==> src/hdl/sccp_pkg.sv <==
// ----------------------------------------------------------------------------
// sccp_pkg
// shared constants, types and helpers for the sine/cosine polynomial unit
// ----------------------------------------------------------------------------
package sccp_pkg;

    // angle constants with 60 fraction bits
    localparam logic [63:0] PI_Q60      = 64'h3243F6A8885A308D;
    localparam logic [63:0] HALF_PI_Q60 = 64'h1921FB54442D1846;
    localparam logic [63:0] TWO_PI_Q60  = 64'h6487ED5110B4611A;

    // polynomial coefficients, unsigned q31
    localparam logic [31:0] ONE_Q31      = 32'd2147483648;
    localparam logic [31:0] HALF_Q31     = 32'd1073741824;
    localparam logic [31:0] INV6_Q31     = 32'd357913941;
    localparam logic [31:0] INV120_Q31   = 32'd17895697;
    localparam logic [31:0] INV5040_Q31  = 32'd426088;
    localparam logic [31:0] INV24_Q31    = 32'd89478485;
    localparam logic [31:0] INV720_Q31   = 32'd2982616;
    localparam logic [31:0] INV40320_Q31 = 32'd53261;

    // number of pipeline stages in the polynomial and output section
    localparam int POLY_STAGES = 12;

    // octant fold decisions carried from reduction to polynomial
    typedef struct packed {
        logic sneg;   // angle was past a half turn
        logic swap;   // angle was past a quarter turn inside the half turn
    } sccp_fold_t;

    // round half up a q62 product back to q31
    function automatic logic [32:0] rnd_q31(input logic [63:0] prod);
        logic [63:0] s;
        s = prod + 64'h0000_0000_4000_0000;
        return s[63:31];
    endfunction

endpackage

==> src/hdl/sccp_reduce.sv <==
// ----------------------------------------------------------------------------
// sccp_reduce
// pipelined range reduction of the angle into 0 to pi/2 with fold flags
// ----------------------------------------------------------------------------
module sccp_reduce #(
    parameter int ANGLE_FRAC_BITS = 28
) (
    input  logic                         clk,
    input  logic [33-ANGLE_FRAC_BITS:0]  en,
    input  logic signed [31:0]           angle,
    output logic [31:0]                  r,
    output sccp_pkg::sccp_fold_t         fold
);

    localparam int QB  = 29 - ANGLE_FRAC_BITS;   // quotient bits of angle / 2pi
    localparam int SH  = 32 - ANGLE_FRAC_BITS;   // 60-bit constants to work scale
    localparam int SH2 = ANGLE_FRAC_BITS - 3;    // work scale to q31
    localparam int XW  = ANGLE_FRAC_BITS + 31;   // reduced angle width
    localparam int RW  = 60;                     // remainder width

    localparam logic [63:0] TWO_W  = (sccp_pkg::TWO_PI_Q60 + (64'd1 << (SH - 1))) >> SH;
    localparam logic [63:0] PI_W   = (sccp_pkg::PI_Q60 + (64'd1 << (SH - 1))) >> SH;
    localparam logic [63:0] HALF_W = (sccp_pkg::HALF_PI_Q60 + (64'd1 << (SH - 1))) >> SH;

    localparam logic [XW-1:0] TWO_X  = TWO_W[XW-1:0];
    localparam logic [XW-1:0] PI_X   = PI_W[XW-1:0];
    localparam logic [XW-1:0] HALF_X = HALF_W[XW-1:0];
    localparam logic [XW:0]   RND_X  = (XW + 1)'(1) << (SH2 - 1);

    logic [RW-1:0] rem_reg [0:QB];
    logic          neg_reg [0:QB];
    logic          nz_reg  [0:QB];

    logic [31:0]   mag;
    logic [XW-1:0] rem_low;
    logic          rem_zero;
    logic [XW-1:0] x_reg;
    logic [XW-1:0] xs_reg;
    logic          sneg_reg;
    logic [XW-1:0] d_reg;
    logic          sneg_d_reg;
    logic          swap_reg;
    logic [XW:0]   d_rnd;
    logic [31:0]   r_reg;
    sccp_pkg::sccp_fold_t fold_reg;

    // magnitude of the angle, -2^31 maps to 2^31
    assign mag = angle[31] ? (~angle + 32'd1) : angle;

    always_ff @(posedge clk)
    begin
        if (en[0])
        begin
            rem_reg[0] <= {mag, 28'd0};
            neg_reg[0] <= angle[31];
            nz_reg[0]  <= |angle;
        end
    end

    // restoring remainder by 2pi, one quotient bit per stage
    for (genvar j = 1; j <= QB; j++)
    begin : g_rem
        localparam logic [RW-1:0] DIV = RW'(TWO_W << (QB - j));

        always_ff @(posedge clk)
        begin
            if (en[j])
            begin
                rem_reg[j] <= (rem_reg[j-1] >= DIV) ? (rem_reg[j-1] - DIV) : rem_reg[j-1];
                neg_reg[j] <= neg_reg[j-1];
                nz_reg[j]  <= nz_reg[j-1];
            end
        end
    end

    assign rem_low  = rem_reg[QB][XW-1:0];
    assign rem_zero = (rem_reg[QB] == '0);

    // map remainder to 0..2pi, positive multiples stay at 2pi
    always_ff @(posedge clk)
    begin
        if (en[QB+1])
        begin
            if (neg_reg[QB])
                x_reg <= rem_zero ? '0 : (TWO_X - rem_low);
            else
                x_reg <= (rem_zero && nz_reg[QB]) ? TWO_X : rem_low;
        end
    end

    // half turn fold
    always_ff @(posedge clk)
    begin
        if (en[QB+2])
        begin
            sneg_reg <= (x_reg > PI_X);
            xs_reg   <= (x_reg > PI_X) ? (x_reg - PI_X) : x_reg;
        end
    end

    // quarter turn fold
    always_ff @(posedge clk)
    begin
        if (en[QB+3])
        begin
            sneg_d_reg <= sneg_reg;
            swap_reg   <= (xs_reg > HALF_X);
            d_reg      <= (xs_reg > HALF_X) ? (xs_reg - HALF_X) : xs_reg;
        end
    end

    // round to unsigned q31
    assign d_rnd = {1'b0, d_reg} + RND_X;

    always_ff @(posedge clk)
    begin
        if (en[QB+4])
        begin
            r_reg         <= d_rnd[SH2+31:SH2];
            fold_reg.sneg <= sneg_d_reg;
            fold_reg.swap <= swap_reg;
        end
    end

    assign r    = r_reg;
    assign fold = fold_reg;

endmodule

==> config.mk <==
export PLATFORM = sky130hd
export DESIGN_NAME = sccp_reduce
export DESIGN_NICKNAME = d
export VERILOG_FILES = /design/src/hdl/sccp_pkg.sv /design/src/hdl/sccp_reduce.sv
export SDC_FILE = /design/constraint.sdc
export NUM_CORES = 1
export LEC_CHECK = 0
export ABC_AREA = 1
export BUFFER_PORTS_ARGS = -buffer_cell sky130_fd_sc_hd__buf_4
export CAP_MARGIN = 40
export CORE_MARGIN = 4
export CORE_UTILIZATION = 40
export DETAILED_ROUTE_END_ITERATION = 8
export PLACE_DENSITY = 0.68
export SYNTH_ARGS = -nofsm -noshare
export SYNTH_HDL_FRONTEND = slang
export SYNTH_SLANG_ARGS = --single-unit
==> constraint.sdc <==
create_clock -name clk -period 1.9 [get_ports clk]
set_clock_uncertainty 0.1 [all_clocks]
set_input_delay 0.285 -clock clk [delete_from_list [all_inputs] [get_ports clk]]
set_output_delay 0.285 -clock clk [all_outputs]
set_load 0.1 [all_outputs]
==> impl_metrics.toml <==
[timing]
drv_slew = 0
hold_viol = 0
worst_pin_slew_ps = 484
fmax_mhz = 440
max-slew-margin-rel_pct = 67.7
rsz0062_at_grt = "true"
setup_slack_ps = -371
tns_ps = -28920
min_period_over_period_pct = 120
finalSetupViolations = 158
min_period_ps = 2270

[floorplanning]
initial_utilization_pct = 40.4
io_pins = 73
die_area_um2 = 44600
die_h_um = 211
fp.dieW_um = 211
fp-row-count = 74
coreArea_um2 = 40800

[clock_tree]
cts.root.buffer_cell = "clkbuf_16"
path_clk_slew_ps = 70
numCtsBuffers = 27
cts_max_path_buffers = 3
cts.sinks = 235
cts_max_level = 1
cts_tree = "done"
worst_skew_pair.late_latency_ps = 560

[setup_path]
r2r_start = "xs_reg[28]"
cp_max_fo = 8
critPathCaptureType = "register"
rr_endpoint = "d_reg[42]"
worstPathRequired_ps = 2120
critPathArrivalTime_ps = 2490
crit_type = "register to register"
cp-start-kind = "register"
r2r_cells = 14
rrSetupSlack_ps = -370

[detailed_routing]
vias = 18100
drt.antenna.violating_nets = 0
post_drt_wl_per_cell_um = 16.0
drt_iter0_markers = 1053
via_per_inst = 5.00
drc = 0
wl_um = 57900
first_pass_iters = 5

[yosys]
yosys.area.top_type = "edfxtp_1"
synth.most_common_cell = "nand2_1"
synth_top_area_share_pct = 42.8
synthesis.area_um2 = 16500
yosysUniqueCellTypes = 40
synth-async-reset-ratio_pct = 0
yosys-top-cells-area = "edfxtp_1 43%, nand2_1 19%, inv_1 7.6%, nor2_1 6.3%, nand3_1 5.8%"
ys_warn_count = 0
synth_ff_type = "edfxtp_1"
yosys-top-cells-count = "815 x nand2_1, 332 x inv_1, 278 x nor2_1"
ys_seq_area_share_pct = 42.8
synth_fp_nets = 2388
syn_inst = 2342
synth_edf_count = 235
synth-seq-cells = 235
synth.avg_cell_area_um2 = 7.05

[placed_design]
dp_worst_setup_slack_ps = -416
io_buffer_count = 72
placed_area_um2 = 21600
gp_congestion = 0.991
place_hpwl_um = 43600
placed_cells = 3443

[final_layout]
fill_cells = 3520
largest_register_ffs = 66
nets = 3107
areaGrowthSynthToFinish_pct = 53.2
final-instance-count-excl-fill = 3614
finalInstanceArea_um2 = 25300
drive_above_1_share_pct = 35.7
antenna_cells = 0

[worst_hold_path]
hold_start = "en[3]"
hold_class = "input pin to register"
hold_end = "xs_reg[17]"
min_path_cells = 1

[global_route]
grt_overflow_total = 0
grt_max_degree = 37
grt_pass1_wl_um = 90700
grt.total_usage_pct = 25.1
grt_pass1_vias = 18200
antenna_found_initial = 0

[power]
power.density_nw_per_um2 = 788
leakagePower_nw = 12.2
peakVddDrop_uv = 891

[run_status]
status = "finished, violations left"
violations = "setup timing"

[flow_run]
cap_violations = 0
==> metal layers <==
| metal | vias to the layer above | track usage, % | wire length, µm |
|---|---|---|---|
| met3 | 159 | 2.32 | 2100 |
| met5 | - | 0 | 0 |
| li1 | 9043 | - | - |
| met1 | 8387 | 27.3 | 21900 |
| met4 | 0 | 11.3 | 2980 |
| met2 | 467 | 48.9 | 31000 |
==> kinds of logic after synthesis <==
logic type / synth area share (%)
adder cells (fa/ha/maj): 0.531
buffers and inverters: 8.92
flip-flops: 42.8
XOR/XNOR: 5.57
AND/OR/NAND/NOR: 35.3
AO/OA/AOI/OAI: 6.92
==> worst max path at each step <==
stage | from | endpoint | depth (start not counted)
floorplan | x_reg[32] | xs_reg[39] | 10
finish | xs_reg[28] | d_reg[42] | 14
global placement | xs_reg[54] | d_reg[56] | 11
detailed placement | xs_reg[54] | d_reg[52] | 11
global route | xs_reg[54] | d_reg[38] | 12
CTS | xs_reg[27] | d_reg[54] | 12
==> through the flow <==
| stage | utilization (%) | total power, mW | hold WS (ps) |
|---|---|---|---|
| floorplan | - | 10.5 | 284 |
| global placement | 53.0 | 13.4 | 303 |
| detailed placement | 53.0 | 13.5 | 307 |
| CTS | 60.9 | 19.7 | 2.87 |
| global route | 61.9 | 21.0 | 19.8 |
| finish | 61.9 | 19.9 | 33.1 |
==> power breakdown <==
group	switching [mW]	internal, mW	leakage, nW	total, mW
Clock	2.22	2.89	0.414	5.11
Combinational	4.32	3.36	9.44	7.69
Sequential	0.512	6.63	2.32	7.14
Total	7.05	12.9	12.2	19.9
==> worst max-delay path, stage by stage (launching register included) <==
cell       delay, ps
edfxtp_1         520
inv_2            110
nand2_2           60
nor2_2           120
nand2_1           70
inv_2             80
nand2_4           60
nor2_4           120
inv_2             50
nor3_4           220
a21oi_4           60
buf_12           140
clkbuf_16        160
nand2_2           80
nand2_1           50
==> layout by cell type (no fill, tap or decap), types with 17 or more instances in the layout <==
cell type        n
o21ai_2         26
nor2_1         217
buf_12          17
nand3_1        150
o21ai_0         48
xnor2_1         21
nand3_2         36
inv_2           35
dlygate4sd3_1   23
nand2_2         96
nand2_4         24
o21ai_1         25
xor2_1          83
clkbuf_16       29
inv_1          301
nand2_1        694
a21oi_1         55
buf_4          649
nor2_2          54
nand4_1         43
edfxtp_1       235
nor3_1          31
==> cell type report <==
| class | count | area (µm²) | area share (%) |
|---|---|---|---|
| flip-flops and latches | 235 | 7060 | 27.9 |
| well taps | 532 | 666 | 2.63 |
| repair inverters | 2 | 17.5 | 0.0693 |
| inverters | 341 | 1310 | 5.17 |
| repair buffers | 721 | 6030 | 23.8 |
| multi-input cells | 1733 | 9360 | 37.0 |
| clock buffers | 30 | 687 | 2.72 |
| clock inverters | 20 | 171 | 0.678 |
==> what timing repair did <==
item | in CTS | in global routing
pin swaps | 104 | 44
setup endpoints to repair | 168 | 184
cloned | 15 | 3
buffers inserted | 74 | 16
resized for setup | 384 | 91
hold buffers | 23 | 0
hold endpoints to repair | 23 | 0
Power figures use the tool's default switching activity.
